==> config.mk <==
export PLATFORM = sky130hd
export DESIGN_NAME = stable_priority_queue_top
export DESIGN_NICKNAME = d
export VERILOG_FILES = /design/src/sv/spq_pkg.sv /design/src/sv/spq_datapath.sv /design/src/sv/spq_ctrl.sv /design/src/sv/stable_priority_queue_top.sv
export SDC_FILE = /design/constraint.sdc
export NUM_CORES = 1
export LEC_CHECK = 0
export ABC_AREA = 1
export ABC_CLOCK_PERIOD_IN_PS = 4750
export BUFFER_PORTS_ARGS = -buffer_cell sky130_fd_sc_hd__buf_2
export CORE_MARGIN = 5
export CORE_UTILIZATION = 35
export DETAILED_ROUTE_END_ITERATION = 6
export PLACE_DENSITY = 0.51
export SLEW_MARGIN = 20
export SYNTH_ARGS = -nofsm -noshare
export SYNTH_HDL_FRONTEND = slang
export SYNTH_HIERARCHICAL = 1
export SYNTH_SLANG_ARGS = --single-unit
==> constraint.sdc <==
create_clock -name clk -period 4.75 [get_ports clk]
set_input_delay 0.7125 -clock clk [delete_from_list [all_inputs] [get_ports clk]]
set_output_delay 0.7125 -clock clk [all_outputs]
set_load 0.05 [all_outputs]
==> src/sv/spq_pkg.sv <==
`timescale 1ns / 1ps
// ----------------------------------------------------------------------------
// spq_pkg
// shared widths, codes and controller/datapath interface types for the
// stable priority queue
// ----------------------------------------------------------------------------
package spq_pkg;

	localparam int CAPACITY_DEF = 16;

	localparam int SEV_W   = 4;
	localparam int PID_W   = 16;
	localparam int STAT_W  = 2;
	localparam int IN_DW   = 24;   // severity, patient id, zero pad
	localparam int OUT_DW  = 24;   // severity, patient id, zero pad

	// request commands
	localparam logic CMD_INSERT = 1'b0;
	localparam logic CMD_LIST   = 1'b1;

	// result status codes
	localparam logic [STAT_W-1:0] ST_INSERTED = 2'd0;
	localparam logic [STAT_W-1:0] ST_DROPPED  = 2'd1;
	localparam logic [STAT_W-1:0] ST_LISTED   = 2'd2;
	localparam logic [STAT_W-1:0] ST_EMPTY    = 2'd3;

	// controller to datapath
	typedef struct packed {
		logic              do_insert;
		logic              load_out;
		logic [STAT_W-1:0] out_status;
		logic              out_last;
		logic              idx_clear;
		logic              idx_step;
	} spq_cmd_t;

	// datapath to controller
	typedef struct packed {
		logic full;
		logic empty;
		logic at_last;
		logic out_free;
	} spq_stat_t;

endpackage

==> src/sv/spq_datapath.sv <==
`timescale 1ns / 1ps
// ----------------------------------------------------------------------------
// spq_datapath
// sorted slot row with parallel compare and shift insert, list read
// index and the result register
// ----------------------------------------------------------------------------
module spq_datapath import spq_pkg::*; #(
	parameter int CAPACITY = CAPACITY_DEF
) (
	input  logic             clk,
	input  logic             arst_n,
	input  spq_cmd_t         cmd,
	output spq_stat_t        stat,
	input  logic [SEV_W-1:0] in_severity,
	input  logic [PID_W-1:0] in_patient_id,
	input  logic             res_ready,
	output logic             res_valid,
	output logic [STAT_W-1:0] res_status,
	output logic [SEV_W-1:0] res_severity,
	output logic [PID_W-1:0] res_patient_id,
	output logic             res_last
);

	localparam int CNT_W = $clog2(CAPACITY + 1);
	localparam int IDX_W = $clog2(CAPACITY);

	logic [SEV_W-1:0] slot_sev_q [CAPACITY];
	logic [PID_W-1:0] slot_pid_q [CAPACITY];
	logic [CNT_W-1:0] count_q;
	logic [IDX_W-1:0] idx_q;
	logic [CAPACITY-1:0] ge;

	logic              valid_q;
	logic [STAT_W-1:0] status_q;
	logic [SEV_W-1:0]  sev_q;
	logic [PID_W-1:0]  pid_q;
	logic              last_q;

	// slots ahead of the new entry: occupied and of equal or higher severity
	always_comb begin
		for (int i = 0; i < CAPACITY; i++) begin
			ge[i] = (CNT_W'(i) < count_q) && (slot_sev_q[i] >= in_severity);
		end
	end

	for (genvar g = 0; g < CAPACITY; g++) begin : g_slot
		always_ff @(posedge clk) begin
			if (cmd.do_insert && !ge[g]) begin
				if (g == 0) begin
					slot_sev_q[g] <= in_severity;
					slot_pid_q[g] <= in_patient_id;
				end else if (ge[(g == 0) ? 0 : g-1]) begin
					slot_sev_q[g] <= in_severity;
					slot_pid_q[g] <= in_patient_id;
				end else begin
					slot_sev_q[g] <= slot_sev_q[(g == 0) ? 0 : g-1];
					slot_pid_q[g] <= slot_pid_q[(g == 0) ? 0 : g-1];
				end
			end
		end
	end

	always_ff @(posedge clk or negedge arst_n) begin
		if (!arst_n) begin
			count_q <= '0;
			idx_q   <= '0;
			valid_q <= 1'b0;
		end else begin
			if (cmd.do_insert) count_q <= count_q + CNT_W'(1);
			if (cmd.idx_clear) begin
				idx_q <= '0;
			end else if (cmd.idx_step) begin
				idx_q <= idx_q + IDX_W'(1);
			end
			if (cmd.load_out) begin
				valid_q <= 1'b1;
			end else if (res_ready) begin
				valid_q <= 1'b0;
			end
		end
	end

	always_ff @(posedge clk) begin
		if (cmd.load_out) begin
			status_q <= cmd.out_status;
			last_q   <= cmd.out_last;
			if (cmd.out_status == ST_LISTED) begin
				sev_q <= slot_sev_q[idx_q];
				pid_q <= slot_pid_q[idx_q];
			end else begin
				sev_q <= '0;
				pid_q <= '0;
			end
		end
	end

	assign stat.full     = (count_q == CNT_W'(CAPACITY));
	assign stat.empty    = (count_q == '0);
	assign stat.at_last  = ((CNT_W'(idx_q) + CNT_W'(1)) == count_q);
	assign stat.out_free = !valid_q || res_ready;

	assign res_valid      = valid_q;
	assign res_status     = status_q;
	assign res_severity   = sev_q;
	assign res_patient_id = pid_q;
	assign res_last       = last_q;

endmodule

==> src/sv/spq_ctrl.sv <==
`timescale 1ns / 1ps
// ----------------------------------------------------------------------------
// spq_ctrl
// request sequencer: single-result insert and empty list, multi-result list walk
// ----------------------------------------------------------------------------
module spq_ctrl import spq_pkg::*; (
	input  logic      clk,
	input  logic      arst_n,
	input  logic      req_valid,
	output logic      req_ready,
	input  logic      req_command,
	input  spq_stat_t stat,
	output spq_cmd_t  cmd
);

	localparam logic S_IDLE = 1'b0;
	localparam logic S_LIST = 1'b1;

	logic state_q;
	logic state_d;
	logic accept;

	assign req_ready = (state_q == S_IDLE) && stat.out_free;
	assign accept    = req_valid && req_ready;

	always_comb begin
		state_d        = state_q;
		cmd            = '0;
		cmd.out_status = ST_INSERTED;
		case (state_q)
			S_IDLE: begin
				if (accept) begin
					if (req_command == CMD_INSERT) begin
						cmd.do_insert  = !stat.full;
						cmd.load_out   = 1'b1;
						cmd.out_status = stat.full ? ST_DROPPED : ST_INSERTED;
						cmd.out_last   = 1'b1;
					end else if (stat.empty) begin
						cmd.load_out   = 1'b1;
						cmd.out_status = ST_EMPTY;
						cmd.out_last   = 1'b1;
					end else begin
						cmd.idx_clear = 1'b1;
						state_d       = S_LIST;
					end
				end
			end
			S_LIST: begin
				// one listed entry per free slot in the result register
				if (stat.out_free) begin
					cmd.load_out   = 1'b1;
					cmd.out_status = ST_LISTED;
					cmd.out_last   = stat.at_last;
					cmd.idx_step   = 1'b1;
					if (stat.at_last) state_d = S_IDLE;
				end
			end
			default: begin
				state_d = S_IDLE;
			end
		endcase
	end

	always_ff @(posedge clk or negedge arst_n) begin
		if (!arst_n) begin
			state_q <= S_IDLE;
		end else begin
			state_q <= state_d;
		end
	end

endmodule

==> src/sv/stable_priority_queue_top.sv <==
`timescale 1ns / 1ps
// ----------------------------------------------------------------------------
// stable_priority_queue_top
// bounded queue sorted by descending severity, stable for equal severity
// ----------------------------------------------------------------------------
//  channel  | direction | contents
//  ---------+-----------+-------------------------------------------------
//  s_*      | in        | request: tuser command, tdata severity/patient id
//  m_*      | out       | result: tuser status, tdata entry, tlast final one
//
//  an insert: all slots compare against the new severity in parallel and
//  the row shifts by one behind the insert point
//  a list is accepted, then the stored entries go out in order, each as the
//  result register frees, read through the single slot read port feeding it
//  reset clears the entry count, list index, result valid and the sequencer;
//  slot contents need none; a stalled result holds in the result register;
//  requests wait until it drains or is being taken in the same cycle
// ----------------------------------------------------------------------------
module stable_priority_queue_top import spq_pkg::*; #(
	parameter int CAPACITY = CAPACITY_DEF
) (
	input  logic              clk,
	input  logic              arst_n,
	// request stream
	input  logic              s_tvalid,
	output logic              s_tready,
	input  logic [IN_DW-1:0]  s_tdata,   // [3:0] severity, [19:4] patient_id, zero pad
	input  logic              s_tuser,   // [0] command
	// result stream
	output logic              m_tvalid,
	input  logic              m_tready,
	output logic [OUT_DW-1:0] m_tdata,   // [3:0] out_severity, [19:4] out_patient_id, zero pad
	output logic [STAT_W-1:0] m_tuser,   // [1:0] status
	output logic              m_tlast
);

	spq_cmd_t  cmd;
	spq_stat_t stat;

	logic [SEV_W-1:0] res_severity;
	logic [PID_W-1:0] res_patient_id;

	// sequencer: decides per request and walks the queue for a list
	spq_ctrl u_ctrl (
		.clk         (clk),
		.arst_n      (arst_n),
		.req_valid   (s_tvalid),
		.req_ready   (s_tready),
		.req_command (s_tuser),
		.stat        (stat),
		.cmd         (cmd)
	);

	// slot row, entry count, list index and result register
	spq_datapath #(
		.CAPACITY (CAPACITY)
	) u_datapath (
		.clk            (clk),
		.arst_n         (arst_n),
		.cmd            (cmd),
		.stat           (stat),
		.in_severity    (s_tdata[SEV_W-1:0]),
		.in_patient_id  (s_tdata[SEV_W+PID_W-1:SEV_W]),
		.res_ready      (m_tready),
		.res_valid      (m_tvalid),
		.res_status     (m_tuser),
		.res_severity   (res_severity),
		.res_patient_id (res_patient_id),
		.res_last       (m_tlast)
	);

	// pack the entry fields, padding bits held at zero
	assign m_tdata = {(OUT_DW-SEV_W-PID_W)'(0), res_patient_id, res_severity};

endmodule
==> reports/results.ini <==
[outcome]
status = completed

[cts]
cts_root_buf = clkbuf_16
clkTransAtPathRegs_ps = 60
clock_sinks = 354
cts_buffers = 43
cts_buffer_depth = 3
h-tree-depth = 2
clock_latency_ps = 570
tritoncts = yes

[global_route]
grt_pass1_vias = 17600
grt_util_met1_pct = 22.1
grt_max_degree = 114
grt_pass1_wl_um = 96200
top_usage_layer = met2
grt_remaining_overflow = 0
antenna_found_initial = 0
use_met3_pct = 3.13
track_usage_pct = 17.8
grtUsageMet2_pct = 31.7

[floorplan]
initial_core_util_pct = 35.4
die_area_sq_mm = 0.0660
die_w_um = 257
ios = 58
core_sq_mm = 0.0604
die_h_um = 257
rows = 90

[sta]
grt_setup_unrepaired = false
finClkSkew_ps = 19.9
finalHoldViolations = 0
setup_viol = 0
tightest_slew_ps = 986
finalSetupTns_ps = 0
fmax_ghz = 0.281
timing.final.ws_setup_ps = 1190
drv_slew = 0
period_share_pct = 74.9
slew-limit-headroom_pct = 34.2
fin_crit_ps = 3560

[power]
vdd_drop_max_uv = 321
p_per_area_mw_per_mm2 = 539
power.leakage_nw = 10.7

[critical_path]
path_max_fanout = 20
critPathLaunchType = flip-flop
path_buf_inv = 4
cp_cell_sequence = inv_1, ha_1, inv_1, nor4_1, or2_2, nor2_4, clkinv_1, a21oi_2, buf_4
cp_common_cell = inv_1
cpPeakStageDelay_ps = 850
crit_required_ps = 4990
path_class = reg2reg
crit_family = buffers and inverters
arrival_ps = 3790
slowest_stage = clkinv_1
end_kind = flip-flop

[cells_and_area]
n_antenna_cell = 0
finalNetCount = 2739
final-instance-count-excl-fill = 3456
syn_to_final_growth_pct = 10.7
drive_above_1_share_pct = 8.60
fillers = 6026
fin_area_sq_mm = 0.0236

[placement]
place_area_sq_mm = 0.0223
dp_hpwl_um = 41000
dp_cells = 3379
pre_cts_slack_ps = 1210
port_buffers = 49
gp_congestion = 0.840

[yosys]
synth.most_common_cell = nand2_1
ys_ff_latch = 354
avgSynthCellArea_sq_um = 7.94
synth_top_area_share_pct = 48.2
synth-edff-count = 343
ys_top_cells_by_area = edfxtp_1, nand2_1, nand4_1, nand3_1, ha_1
ys_top_cells_by_count = nand2_1, edfxtp_1, nand4_1
synthesis.area_sq_mm = 0.0214
yosysTopAreaCell = edfxtp_1
synth_ff_type = edfxtp_1
async_flop_share_pct = 3.11
syn_inst = 2688
yosysWarningCount = 6
yosysSeqAreaShare_pct = 49.5
yosysUniqueCellTypes = 31

[route]
first_pass_iters = 5
vias_per_cell = 5.10
drcViolationCount = 0
antenna_left = 0
drt_iter0_drc = 1138
via_count = 17600
drt_wl_total_um = 59700
routedWlPerCell_um = 17.3

[job]
maxCapViolations = 0

[hold_path]
min_path_type = in2reg

==> final timing paths <==
| path | start | to | slack, ps | depth (start not counted) |
|---|---|---|---|---|
| min in group asynchronous | arst_n | u_datapath/idx_q[0]$_DFFE_PN0P_ | 550 | 2 |
| setup reg to reg | u_datapath/count_q[0]$_DFFE_PN0P_ | u_datapath/slot_pid_q[0][11]$_DFFE_PP_ | 1190 | 9 |
| max in group asynchronous | arst_n | u_datapath/idx_q[1]$_DFFE_PN0P_ | 3950 | 2 |
| hold reg to reg | u_datapath/slot_pid_q[6][14]$_DFFE_PP_ | u_datapath/slot_pid_q[7][14]$_DFFE_PP_ | 580 | 2 |
| setup / recovery | u_datapath/count_q[0]$_DFFE_PN0P_ | u_datapath/slot_pid_q[0][11]$_DFFE_PP_ | 1190 | 9 |
| hold / removal | s_tuser | u_ctrl/state_q$_DFF_PN0_ | 510 | 3 |
==> cell type report <==
class,count,area [sq um],area share (%)
inverter,209,787,3.33
tap,782,978,4.14
timing repair buffer,129,886,3.75
multi-input combinational,1906,9100,38.5
clock inverter,21,161,0.683
clock buffer,55,1130,4.79
sequential,354,10600,44.8
==> layer usage <==
metal	vias to the layer above	wire length, um
met5	-	0
met3	92	3690
met2	456	30000
li1	8964	-
met1	8105	24500
met4	0	1460
==> repair_timing <==
| item | in CTS | in global routing |
|---|---|---|
| gates resized for setup | 0 | 0 |
| hold buffers | 1 | 0 |
| hold endpoints to repair | 4 | 0 |
| setup buffers | 0 | 0 |
| endpoints found under the setup margin | 0 | 0 |
==> worst reg2reg max path, stage by stage (launching register included) <==
cell	delay [ps]
dfrtp_1	460
inv_1	170
ha_1	230
inv_1	70
nor4_1	50
or2_2	340
nor2_4	340
clkinv_1	850
a21oi_2	380
buf_4	320
==> registers in the layout, summed over array words and instances (netlist names), 2 cells and up <==
signal                     cells
u_datapath/slot_pid_q        256
u_datapath/slot_sev_q         64
u_datapath/res_patient_id     16
u_datapath/count_q             5
u_datapath/idx_q               4
u_datapath/res_severity        4
u_datapath/res_status          2
==> per-stage QoR <==
stage / power, mW / hold slack, ps / util (%)
floorplan: 8.06 / 417 / -
global placement: 9.61 / 572 / 37.0
detailed placement: 9.70 / 581 / 37.0
CTS: 12.8 / 478 / 39.1
global route: 13.6 / 507 / 39.1
finish: 12.7 / 510 / 39.1
==> power by group <==
group	switching, mW	total [mW]	internal, mW	leakage [nW]
combinational	3.91	5.26	1.35	6.78
sequential	0.295	4.38	4.09	3.29
clock	1.30	3.09	1.79	0.638
==> cell families (layout without fill, tap and decap cells) <==
family                   after synthesis  in the layout  share of synthesized area [%]
AO/OA/AOI/OAI                         84             84                           2.03
XOR/XNOR                               8              8                          0.328
adder cells (fa/ha/maj)               67             67                           3.93
buffers and inverters                431            414                           8.22
flip-flops                           354            354                           49.5
other                                  1              4                         0.0176
AND/OR/NAND/NOR                     1743           1743                           36.0
==> cell usage in the layout (no fill, tap or decap), types with 9 or more instances in the layout <==
| cell type | synthesis | routed |
|---|---|---|
| o21ai_0 | 21 | 21 |
| a21oi_1 | 53 | 37 |
| inv_1 | 200 | 200 |
| nand2_1 | 1140 | 1140 |
| dfrtp_1 | 11 | 9 |
| edfxtp_1 | 343 | 343 |
| buf_4 | 14 | 76 |
| buf_2 | 67 | 49 |
| nand3_1 | 223 | 223 |
| a21oi_2 | 0 | 16 |
| nor2_1 | 46 | 45 |
| ha_1 | 67 | 67 |
| nand4_1 | 315 | 315 |
| clkbuf_1 | 121 | 11 |
| clkbuf_16 | 0 | 43 |
(Power assumes the default switching activity.)
